===== config.mk =====
export PLATFORM = sky130hd
export DESIGN_NAME = realtime_rate_meter_core
export DESIGN_NICKNAME = d
export VERILOG_FILES = /design/src/hdl/rrm_pkg.sv /design/src/hdl/realtime_rate_meter_core.sv /design/src/hdl/rrm_div.sv /design/src/hdl/rrm_mul.sv /design/src/hdl/rrm_datapath.sv /design/src/hdl/rrm_ctrl.sv
export SDC_FILE = /design/constraint.sdc
export NUM_CORES = 2
export LEC_CHECK = 0
export BUFFER_PORTS_ARGS = -buffer_cell sky130_fd_sc_hd__buf_2
export CORE_MARGIN = 2
export CORE_UTILIZATION = 25
export DETAILED_ROUTE_END_ITERATION = 7
export MAX_ROUTING_LAYER = met4
export PLACE_DENSITY = 0.46
export SLEW_MARGIN = 20
export SYNTH_ARGS = -nofsm -noshare
export SYNTH_HDL_FRONTEND = slang
export SYNTH_HIERARCHICAL = 1
export SYNTH_SLANG_ARGS = --single-unit

===== constraint.sdc =====
create_clock -name aclk -period 11.59 [get_ports aclk]
set_input_delay 2.318 -clock aclk [delete_from_list [all_inputs] [get_ports aclk]]
set_output_delay 2.318 -clock aclk [all_outputs]
set_load 0.02 [all_outputs]

===== src/hdl/rrm_pkg.sv =====
`default_nettype none
// ----------------------------------------------------------------------------
// rrm_pkg
// Types and constants shared by the realtime rate meter modules.
// ----------------------------------------------------------------------------
package rrm_pkg;

    localparam int TIME_W   = 48;
    localparam int PERIOD_W = 32;
    localparam int COUNT_W  = 16;
    localparam int RATE_W   = 32;
    localparam int FRAC_W   = 16;
    localparam int QUO_W    = TIME_W + FRAC_W;
    localparam int STEP_W   = 7;

    localparam logic [PERIOD_W-1:0] PERIOD_RESET = PERIOD_W'(1000000);
    localparam logic [STEP_W-1:0]   STEPS_FULL   = STEP_W'(QUO_W);
    localparam logic [STEP_W-1:0]   STEPS_TIME   = STEP_W'(TIME_W);

    typedef enum logic [1:0] {
        RRM_INCOMPLETE  = 2'd0,
        RRM_INITIALIZED = 2'd1,
        RRM_COMPUTED    = 2'd2
    } status_t;

    typedef enum logic [1:0] {
        DIV_RATE  = 2'd0,
        DIV_COUNT = 2'd1,
        DIV_ADV   = 2'd2
    } div_op_t;

    typedef enum logic [3:0] {
        ST_IDLE,
        ST_EVAL_SUB,
        ST_EVAL_WALL,
        ST_DECIDE,
        ST_RATE_DIV,
        ST_COUNT_DIV,
        ST_ADV_MUL,
        ST_ADV_DIV,
        ST_RESULT
    } ctrl_state_t;

    typedef struct packed {
        logic [TIME_W-1:0] sim_time;
        logic              sim_time_invalid;
        logic [TIME_W-1:0] wall_time;
    } in_item_t;

    typedef struct packed {
        status_t            status;
        logic [COUNT_W-1:0] whole_periods;
        logic [RATE_W-1:0]  rate;
    } out_item_t;

    typedef struct packed {
        logic    load;
        logic    eval_sub;
        logic    eval_wall;
        logic    mark_origin;
        logic    div_start;
        div_op_t div_op;
        logic    cap_rate;
        logic    cap_count;
        logic    mul_start;
        logic    update;
        logic    emit;
        status_t result;
    } dp_cmd_t;

    typedef struct packed {
        logic invalid;
        logic started;
        logic sim_lt;
        logic sim_eq;
        logic short_wait;
        logic div_done;
        logic mul_done;
        logic div_busy;
        logic mul_busy;
    } dp_status_t;

endpackage
`default_nettype wire


===== src/hdl/realtime_rate_meter_core.sv =====
`default_nettype none
// ----------------------------------------------------------------------------
// realtime_rate_meter_core
// Measures simulated time against wall time and reports rate and periods.
//
//   channel   dir   handshake                 payload
//   s_        in    s_valid / s_ready         rrm_pkg::in_item_t
//   m_        out   m_valid / m_ready         rrm_pkg::out_item_t
//   cfg_      in    cfg_valid / cfg_ready     period length, 32 bits
//
// one item at a time; an incomplete or origin item skips the divider
// a computed item runs a 64-step and a 48-step division, a 48-step
// multiply and a 48-step division; the three divisions share one divider
// a finished item waits in the output register while the next item is taken
// reset clears the marks and loads the period length with 1000000
// ----------------------------------------------------------------------------
module realtime_rate_meter_core (
    input  wire logic                         aclk,
    input  wire logic                         aresetn,
    input  wire logic                         s_valid,
    output logic                              s_ready,
    input  wire rrm_pkg::in_item_t            s_data,
    output logic                              m_valid,
    input  wire logic                         m_ready,
    output rrm_pkg::out_item_t                m_data,
    input  wire logic                         cfg_valid,
    output logic                              cfg_ready,
    input  wire logic [rrm_pkg::PERIOD_W-1:0] cfg_data
);

    rrm_pkg::dp_cmd_t    cmd;
    rrm_pkg::dp_status_t dp_status;

    assign cfg_ready = 1'b1;

    rrm_ctrl u_ctrl (
        .aclk    (aclk),
        .aresetn (aresetn),
        .s_valid (s_valid),
        .s_ready (s_ready),
        .m_valid (m_valid),
        .m_ready (m_ready),
        .status  (dp_status),
        .cmd     (cmd)
    );

    rrm_datapath u_datapath (
        .aclk     (aclk),
        .aresetn  (aresetn),
        .cfg_we   (cfg_valid),
        .cfg_data (cfg_data),
        .in_item  (s_data),
        .cmd      (cmd),
        .status   (dp_status),
        .out_item (m_data)
    );

    a_busy_after_accept: assert property (@(posedge aclk) disable iff (!aresetn)
        s_valid && s_ready |=> !s_ready)
        else $error("item taken while another is in progress");

    a_zero_unless_computed: assert property (@(posedge aclk) disable iff (!aresetn)
        m_valid && (m_data.status != rrm_pkg::RRM_COMPUTED) |->
        (m_data.rate == '0) && (m_data.whole_periods == '0))
        else $error("rate or count nonzero on non-computed item");

    a_units_exclusive: assert property (@(posedge aclk) disable iff (!aresetn)
        !(dp_status.div_busy && dp_status.mul_busy))
        else $error("divider and multiplier busy together");

endmodule
`default_nettype wire


===== src/hdl/rrm_div.sv =====
`default_nettype none
// ----------------------------------------------------------------------------
// rrm_div
// Restoring divider, one quotient bit per cycle, with a preset remainder.
// ----------------------------------------------------------------------------
module rrm_div (
    input  wire logic                          aclk,
    input  wire logic                          aresetn,
    input  wire logic                          start,
    input  wire logic [rrm_pkg::TIME_W-1:0]    rem_init,
    input  wire logic [rrm_pkg::QUO_W-1:0]     dividend,
    input  wire logic [rrm_pkg::TIME_W-1:0]    divisor,
    input  wire logic [rrm_pkg::STEP_W-1:0]    steps,
    output logic                               busy,
    output logic                               done,
    output logic [rrm_pkg::QUO_W-1:0]          quotient,
    output logic [rrm_pkg::TIME_W-1:0]         remainder
);

    logic [rrm_pkg::TIME_W-1:0] rem_reg, rem_next;
    logic [rrm_pkg::QUO_W-1:0]  num_reg;
    logic [rrm_pkg::QUO_W-1:0]  quo_reg;
    logic [rrm_pkg::TIME_W-1:0] dvs_reg;
    logic [rrm_pkg::STEP_W-1:0] cnt_reg;
    logic                       busy_reg;
    logic                       done_reg;
    logic [rrm_pkg::TIME_W:0]   shifted;
    logic [rrm_pkg::TIME_W:0]   diff;
    logic                       ge;

    always_comb begin
        shifted  = {rem_reg, num_reg[rrm_pkg::QUO_W-1]};
        diff     = shifted - {1'b0, dvs_reg};
        ge       = (shifted >= {1'b0, dvs_reg});
        rem_next = ge ? diff[rrm_pkg::TIME_W-1:0] : shifted[rrm_pkg::TIME_W-1:0];
    end

    always_ff @(posedge aclk) begin
        if (!aresetn) begin
            busy_reg <= 1'b0;
            done_reg <= 1'b0;
            cnt_reg  <= '0;
        end else begin
            done_reg <= 1'b0;
            if (start) begin
                busy_reg <= 1'b1;
                cnt_reg  <= steps;
            end else if (busy_reg) begin
                cnt_reg <= cnt_reg - 1'b1;
                if (cnt_reg == rrm_pkg::STEP_W'(1)) begin
                    busy_reg <= 1'b0;
                    done_reg <= 1'b1;
                end
            end
        end
    end

    always_ff @(posedge aclk) begin
        if (start) begin
            rem_reg <= rem_init;
            num_reg <= dividend;
            dvs_reg <= divisor;
            quo_reg <= '0;
        end else if (busy_reg) begin
            rem_reg <= rem_next;
            num_reg <= {num_reg[rrm_pkg::QUO_W-2:0], 1'b0};
            quo_reg <= {quo_reg[rrm_pkg::QUO_W-2:0], ge};
        end
    end

    assign busy      = busy_reg;
    assign done      = done_reg;
    assign quotient  = quo_reg;
    assign remainder = rem_reg;

endmodule
`default_nettype wire


===== src/hdl/rrm_mul.sv =====
`default_nettype none
// ----------------------------------------------------------------------------
// rrm_mul
// Shift-add multiplier, one multiplier bit per cycle, full-width product.
// ----------------------------------------------------------------------------
module rrm_mul (
    input  wire logic                       aclk,
    input  wire logic                       aresetn,
    input  wire logic                       start,
    input  wire logic [rrm_pkg::TIME_W-1:0] mcand,
    input  wire logic [rrm_pkg::TIME_W-1:0] mplier,
    output logic                            busy,
    output logic                            done,
    output logic [rrm_pkg::TIME_W-1:0]      prod_hi,
    output logic [rrm_pkg::TIME_W-1:0]      prod_lo
);

    logic [rrm_pkg::TIME_W-1:0] acc_reg;
    logic [rrm_pkg::TIME_W-1:0] lo_reg;
    logic [rrm_pkg::TIME_W-1:0] mcand_reg;
    logic [rrm_pkg::STEP_W-1:0] cnt_reg;
    logic                       busy_reg;
    logic                       done_reg;
    logic [rrm_pkg::TIME_W:0]   sum;

    always_comb begin
        sum = {1'b0, acc_reg} + (lo_reg[0] ? {1'b0, mcand_reg} : '0);
    end

    always_ff @(posedge aclk) begin
        if (!aresetn) begin
            busy_reg <= 1'b0;
            done_reg <= 1'b0;
            cnt_reg  <= '0;
        end else begin
            done_reg <= 1'b0;
            if (start) begin
                busy_reg <= 1'b1;
                cnt_reg  <= rrm_pkg::STEPS_TIME;
            end else if (busy_reg) begin
                cnt_reg <= cnt_reg - 1'b1;
                if (cnt_reg == rrm_pkg::STEP_W'(1)) begin
                    busy_reg <= 1'b0;
                    done_reg <= 1'b1;
                end
            end
        end
    end

    always_ff @(posedge aclk) begin
        if (start) begin
            acc_reg   <= '0;
            lo_reg    <= mplier;
            mcand_reg <= mcand;
        end else if (busy_reg) begin
            acc_reg <= sum[rrm_pkg::TIME_W:1];
            lo_reg  <= {sum[0], lo_reg[rrm_pkg::TIME_W-1:1]};
        end
    end

    assign busy    = busy_reg;
    assign done    = done_reg;
    assign prod_hi = acc_reg;
    assign prod_lo = lo_reg;

endmodule
`default_nettype wire


===== src/hdl/rrm_datapath.sv =====
`default_nettype none
// ----------------------------------------------------------------------------
// rrm_datapath
// Marks, deltas, period register, shared divider, multiplier, result item.
// ----------------------------------------------------------------------------
module rrm_datapath (
    input  wire logic                         aclk,
    input  wire logic                         aresetn,
    input  wire logic                         cfg_we,
    input  wire logic [rrm_pkg::PERIOD_W-1:0] cfg_data,
    input  wire rrm_pkg::in_item_t            in_item,
    input  wire rrm_pkg::dp_cmd_t             cmd,
    output rrm_pkg::dp_status_t               status,
    output rrm_pkg::out_item_t                out_item
);

    localparam int TW = rrm_pkg::TIME_W;

    rrm_pkg::in_item_t           item_reg;
    rrm_pkg::out_item_t          out_reg;
    logic [TW-1:0]               sd_reg;
    logic                        sim_lt_reg;
    logic                        sim_eq_reg;
    logic [TW-1:0]               elapsed_reg;
    logic [TW-1:0]               wd_reg;
    logic [TW-1:0]               adv_reg;
    logic                        started_reg;
    logic [TW-1:0]               last_sim_reg;
    logic [TW-1:0]               last_wall_reg;
    logic [TW-1:0]               origin_reg;
    logic [rrm_pkg::PERIOD_W-1:0] period_reg;
    logic [rrm_pkg::RATE_W-1:0]  rate_reg;
    logic [rrm_pkg::COUNT_W-1:0] count_reg;

    logic [rrm_pkg::PERIOD_W-1:0] period_eff;
    logic [TW:0]                  sim_diff;
    logic [TW-1:0]                adv;
    logic [TW-1:0]                div_rem0;
    logic [rrm_pkg::QUO_W-1:0]    div_num;
    logic [TW-1:0]                div_dvs;
    logic [rrm_pkg::STEP_W-1:0]   div_steps;
    logic                         div_busy;
    logic                         div_done;
    logic [rrm_pkg::QUO_W-1:0]    div_quo;
    logic [TW-1:0]                div_rem;
    logic                         mul_busy;
    logic                         mul_done;
    logic [TW-1:0]                mul_hi;
    logic [TW-1:0]                mul_lo;

    always_comb begin
        period_eff = (period_reg == '0) ? rrm_pkg::PERIOD_W'(1) : period_reg;
        sim_diff   = {1'b0, item_reg.sim_time} - {1'b0, last_sim_reg};
        adv        = wd_reg - div_rem;
        div_rem0   = '0;
        div_num    = {sd_reg, {rrm_pkg::FRAC_W{1'b0}}};
        div_dvs    = wd_reg;
        div_steps  = rrm_pkg::STEPS_FULL;
        case (cmd.div_op)
            rrm_pkg::DIV_RATE: begin
                div_num   = {sd_reg, {rrm_pkg::FRAC_W{1'b0}}};
                div_dvs   = wd_reg;
                div_steps = rrm_pkg::STEPS_FULL;
            end
            rrm_pkg::DIV_COUNT: begin
                div_num   = {wd_reg, {rrm_pkg::FRAC_W{1'b0}}};
                div_dvs   = TW'(period_eff);
                div_steps = rrm_pkg::STEPS_TIME;
            end
            rrm_pkg::DIV_ADV: begin
                div_rem0  = mul_hi;
                div_num   = {mul_lo, {rrm_pkg::FRAC_W{1'b0}}};
                div_dvs   = wd_reg;
                div_steps = rrm_pkg::STEPS_TIME;
            end
            default: begin
                div_steps = rrm_pkg::STEPS_FULL;
            end
        endcase
    end

    rrm_div u_div (
        .aclk      (aclk),
        .aresetn   (aresetn),
        .start     (cmd.div_start),
        .rem_init  (div_rem0),
        .dividend  (div_num),
        .divisor   (div_dvs),
        .steps     (div_steps),
        .busy      (div_busy),
        .done      (div_done),
        .quotient  (div_quo),
        .remainder (div_rem)
    );

    rrm_mul u_mul (
        .aclk    (aclk),
        .aresetn (aresetn),
        .start   (cmd.mul_start),
        .mcand   (sd_reg),
        .mplier  (adv),
        .busy    (mul_busy),
        .done    (mul_done),
        .prod_hi (mul_hi),
        .prod_lo (mul_lo)
    );

    // architectural state
    always_ff @(posedge aclk) begin
        if (!aresetn) begin
            started_reg   <= 1'b0;
            last_sim_reg  <= '0;
            last_wall_reg <= '0;
            origin_reg    <= '0;
            period_reg    <= rrm_pkg::PERIOD_RESET;
        end else begin
            if (cfg_we) begin
                period_reg <= cfg_data;
            end
            if (cmd.mark_origin) begin
                started_reg   <= 1'b1;
                last_sim_reg  <= item_reg.sim_time;
                last_wall_reg <= '0;
                origin_reg    <= item_reg.wall_time;
            end else if (cmd.update) begin
                last_wall_reg <= last_wall_reg + adv_reg;
                last_sim_reg  <= last_sim_reg + div_quo[TW-1:0];
            end
        end
    end

    // per-item working registers
    always_ff @(posedge aclk) begin
        if (cmd.load) begin
            item_reg <= in_item;
        end
        if (cmd.eval_sub) begin
            sd_reg      <= sim_diff[TW-1:0];
            sim_lt_reg  <= sim_diff[TW];
            sim_eq_reg  <= (item_reg.sim_time == last_sim_reg);
            elapsed_reg <= item_reg.wall_time - origin_reg;
        end
        if (cmd.eval_wall) begin
            wd_reg <= elapsed_reg - last_wall_reg;
        end
        if (cmd.cap_rate) begin
            rate_reg <= (div_quo[rrm_pkg::QUO_W-1:rrm_pkg::RATE_W] != '0) ?
                        '1 : div_quo[rrm_pkg::RATE_W-1:0];
        end
        if (cmd.cap_count) begin
            count_reg <= (div_quo[TW-1:rrm_pkg::COUNT_W] != '0) ?
                         '1 : div_quo[rrm_pkg::COUNT_W-1:0];
            adv_reg   <= adv;
        end
        if (cmd.emit) begin
            out_reg.status <= cmd.result;
            if (cmd.result == rrm_pkg::RRM_COMPUTED) begin
                out_reg.whole_periods <= count_reg;
                out_reg.rate          <= rate_reg;
            end else begin
                out_reg.whole_periods <= '0;
                out_reg.rate          <= '0;
            end
        end
    end

    always_comb begin
        status.invalid    = item_reg.sim_time_invalid;
        status.started    = started_reg;
        status.sim_lt     = sim_lt_reg;
        status.sim_eq     = sim_eq_reg;
        status.short_wait = (wd_reg < TW'(period_eff));
        status.div_done   = div_done;
        status.mul_done   = mul_done;
        status.div_busy   = div_busy;
        status.mul_busy   = mul_busy;
    end

    assign out_item = out_reg;

endmodule
`default_nettype wire


===== src/hdl/rrm_ctrl.sv =====
`default_nettype none
// ----------------------------------------------------------------------------
// rrm_ctrl
// Sequencer: classifies each item and steps the divider and multiplier.
// ----------------------------------------------------------------------------
module rrm_ctrl (
    input  wire logic                 aclk,
    input  wire logic                 aresetn,
    input  wire logic                 s_valid,
    output logic                      s_ready,
    output logic                      m_valid,
    input  wire logic                 m_ready,
    input  wire rrm_pkg::dp_status_t  status,
    output rrm_pkg::dp_cmd_t          cmd
);

    rrm_pkg::ctrl_state_t state_reg, state_next;
    rrm_pkg::status_t     result_reg, result_next;
    logic                 m_valid_reg, m_valid_next;

    always_ff @(posedge aclk) begin
        if (!aresetn) begin
            state_reg   <= rrm_pkg::ST_IDLE;
            result_reg  <= rrm_pkg::RRM_INCOMPLETE;
            m_valid_reg <= 1'b0;
        end else begin
            state_reg   <= state_next;
            result_reg  <= result_next;
            m_valid_reg <= m_valid_next;
        end
    end

    always_comb begin
        state_next  = state_reg;
        result_next = result_reg;
        cmd         = '0;
        cmd.div_op  = rrm_pkg::DIV_RATE;
        cmd.result  = result_reg;
        s_ready     = 1'b0;
        case (state_reg)
            rrm_pkg::ST_IDLE: begin
                s_ready = 1'b1;
                if (s_valid) begin
                    cmd.load   = 1'b1;
                    state_next = rrm_pkg::ST_EVAL_SUB;
                end
            end
            rrm_pkg::ST_EVAL_SUB: begin
                cmd.eval_sub = 1'b1;
                state_next   = rrm_pkg::ST_EVAL_WALL;
            end
            rrm_pkg::ST_EVAL_WALL: begin
                cmd.eval_wall = 1'b1;
                state_next    = rrm_pkg::ST_DECIDE;
            end
            rrm_pkg::ST_DECIDE: begin
                state_next = rrm_pkg::ST_RESULT;
                if (status.invalid) begin
                    result_next = rrm_pkg::RRM_INCOMPLETE;
                end else if (!status.started || status.sim_lt) begin
                    cmd.mark_origin = 1'b1;
                    result_next     = rrm_pkg::RRM_INITIALIZED;
                end else if (status.sim_eq || status.short_wait) begin
                    result_next = rrm_pkg::RRM_INCOMPLETE;
                end else begin
                    cmd.div_start = 1'b1;
                    cmd.div_op    = rrm_pkg::DIV_RATE;
                    state_next    = rrm_pkg::ST_RATE_DIV;
                end
            end
            rrm_pkg::ST_RATE_DIV: begin
                cmd.div_op = rrm_pkg::DIV_COUNT;
                if (status.div_done) begin
                    cmd.cap_rate  = 1'b1;
                    cmd.div_start = 1'b1;
                    state_next    = rrm_pkg::ST_COUNT_DIV;
                end
            end
            rrm_pkg::ST_COUNT_DIV: begin
                cmd.div_op = rrm_pkg::DIV_COUNT;
                if (status.div_done) begin
                    cmd.cap_count = 1'b1;
                    cmd.mul_start = 1'b1;
                    state_next    = rrm_pkg::ST_ADV_MUL;
                end
            end
            rrm_pkg::ST_ADV_MUL: begin
                cmd.div_op = rrm_pkg::DIV_ADV;
                if (status.mul_done) begin
                    cmd.div_start = 1'b1;
                    state_next    = rrm_pkg::ST_ADV_DIV;
                end
            end
            rrm_pkg::ST_ADV_DIV: begin
                cmd.div_op = rrm_pkg::DIV_ADV;
                if (status.div_done) begin
                    cmd.update  = 1'b1;
                    result_next = rrm_pkg::RRM_COMPUTED;
                    state_next  = rrm_pkg::ST_RESULT;
                end
            end
            rrm_pkg::ST_RESULT: begin
                if (!m_valid_reg || m_ready) begin
                    cmd.emit   = 1'b1;
                    state_next = rrm_pkg::ST_IDLE;
                end
            end
            default: begin
                state_next = rrm_pkg::ST_IDLE;
            end
        endcase
    end

    always_comb begin
        if (cmd.emit) begin
            m_valid_next = 1'b1;
        end else if (m_ready) begin
            m_valid_next = 1'b0;
        end else begin
            m_valid_next = m_valid_reg;
        end
    end

    assign m_valid = m_valid_reg;

endmodule
`default_nettype wire


==> impl_results.md <==
* Logic gate share of total power at 19.6%
* DR vias/cell at 4.76
* Resize count post-CTS at 0
* Critical Path Fanout Max at 63
* RSZ-0062 raised after global routing: no
* Peak VDD IR at 0.000139 V
* Finished Cell Area at 67000 µm²
* Cell row count at 178
* Setup violators final at 0
* CTS clk-pin slew, worst paths at 60 ps
* Fin crit period at 6040 ps
* Max Clock Freq at 165 MHz
* Die Ht at 490 µm
* I/O Pins at 187
* Area after DPL at 63200 µm²
* Routed Antenna Nets at 0
* Final core utilization at 28.5%
* Critical path required time at 11960 ps
* Hold WC Path Type: register to register
* Number of flip-flops in the largest register at 96
* Nets at 6591
* Rel. slew slack at 28.2%
* Clock Tree Buf Depth at 3
* DRC violations left at 0
* Cell Pwr Density at 146 nW/µm²
* First-pass GRT wire length at 276000 µm
* Hold Fails Final Rpt at 0
* Clock Latency Late Sink at 780 ps
* Mean post-synth cell area at 9.90 µm²
* Final WS setup at 5550 ps
* Core ar. at 235000 µm²
* DP HPWL at 141000 µm
* Gr ovfl total at 0
* Initial antenna violation count at 13
* # placed instances at 9071
* Clock Skews at 47.2 ps
* Die area at 240000 µm²
* Clock share of power at 38.0%
* Tot GR Track Use at 15.4%
* Yosys warns at 6
* Number of global-route vias before repair at 43300
* Mapped Cells at 5962
* TNS Setup at 0 ps
* Least-Margin Pin Slew at 1080 ps
* Hold Buf Count CTS at 0
* Crit Path Category: register to register
* Outcome: complete, no violations
* Final-report max-slew violation count at 0
* Routed WL per cell at 19.8 µm
* Die X at 490 µm
* Crit end category: register
* Port Buffers at 185
* Critical Path Source Type: register
* Largest net degree at the start of global routing at 161
* Max Cap Violations at 0
* Layout Area Growth over Synthesis at 13.6%
* Vias at 44200
* CTS root buf: clkbuf_16
* Layout cells sized above 1 at 10.8%
* Sw frac at 30.0%
* # H-tree levels at 3
* RePlAce Congestion at 0.893
* First DRT Iteration DRCs at 2950
* Synth Cell Area at 59000 µm²
* Pint at 0.00685 W
* P_sw at 0.00293 W
* Initial Util at 25.1%
* Pre-Repair DR Iteration Count at 6
* CTS tree: built
* Leak at 25.6 nW
* Sequential share of power at 42.4%
* Post-CTS Setup Bufs at 0
* Final wirelength at 184000 µm
* Dpl ws at 5370 ps
* Non-filler instance count after layout at 9289
* Final period utilization at 52.1%
* Worst EP arrival at 6410 ps
* Clock Sink Count at 959
* Num CTS Buffers at 110
==> worst max-delay path, stage by stage (launching register included) <==
cell	delay, ps
edfxtp_1	430
nor4_1	460
nand4_1	460
nor3_1	440
o21ai_0	260
a31oi_1	230
o32ai_2	240
nor4b_2	490
nand3_1	200
a311oi_4	760
or2_4	770
buf_4	830
==> final timing paths <==
kind | startpoint | to | slack (ps) | depth (start not counted)
max | u_datapath/wd_reg[45]$_DFFE_PP_ | u_datapath/u_div/remainder[15]$_DFFE_PP_ | 5550 | 11
min | u_datapath/sd_reg[41]$_DFFE_PP_ | u_datapath/u_mul/mcand_reg[41]$_DFFE_PP_ | 460 | 0
max reg2reg | u_datapath/wd_reg[45]$_DFFE_PP_ | u_datapath/u_div/remainder[15]$_DFFE_PP_ | 5550 | 11
min reg2reg | u_datapath/sd_reg[41]$_DFFE_PP_ | u_datapath/u_mul/mcand_reg[41]$_DFFE_PP_ | 460 | 0
==> power by group through the flow <==
stage / Combinational, W / Clock, W / Sequential (W)
2_1_floorplan: 0.00142 / 0 / 0.00410
3_3_place_gp: 0.00189 / 0 / 0.00422
3_5_place_dp: 0.00189 / 0 / 0.00422
4_1_cts: 0.00191 / 0.00385 / 0.00415
5_1_grt: 0.00212 / 0.00396 / 0.00417
6_report: 0.00191 / 0.00372 / 0.00415
==> stage by stage <==
step,power (W),hold slack [ps]
final,0.00978,457
after global routing,0.0103,474
after CTS,0.00991,450
after detailed placement,0.00611,451
after global placement,0.00611,454
after floorplan,0.00552,426
==> final cells by class <==
| type | count | area (µm²) |
|---|---|---|
| Antenna cell | 9 | 22.5 |
| Clock buffer | 146 | 3000 |
| Clock inverter | 63 | 828 |
| Fill cell | 24800 | 168000 |
| Inverter | 396 | 1490 |
| Multi-Input combinational cell | 4340 | 30800 |
| Sequential cell | 959 | 25700 |
| Tap cell | 3150 | 3940 |
| Timing Repair Buffer | 226 | 1260 |
==> per-layer routing <==
| metal | global-route usage, % | wire length, µm | vias to the layer above |
|---|---|---|---|
| met3 | 1.61 | 6310 | 166 |
| met1 | 20.9 | 88700 | 21400 |
| li1 | - | - | 21900 |
| met2 | 24.2 | 84000 | 764 |
| met4 | 4.29 | 4500 | 0 |
| met5 | - | 0 | - |
==> cells in the final DEF (no fill, tap or decap), types with 41 or more instances in the layout <==
cell type	instances
xnor2_1	210
nand2b_1	48
o21ai_0	248
nor2_1	419
a21oi_1	444
nor3_1	64
o21ai_1	55
inv_1	390
o21bai_1	46
buf_2	183
o21a_1	60
nor4_1	42
a211oi_1	46
mux2_2	143
ha_1	414
nand3_1	102
a31oi_1	80
buf_4	41
or3_1	71
a21o_1	253
and3_1	42
xor2_1	120
a22oi_1	56
nand2_1	387
clkbuf_16	113
and2_1	184
dfxtp_1	313
nor2b_1	91
mux2i_1	191
nand4_1	85
edfxtp_1	645
No activity file was read; power rests on OpenSTA's default activity.
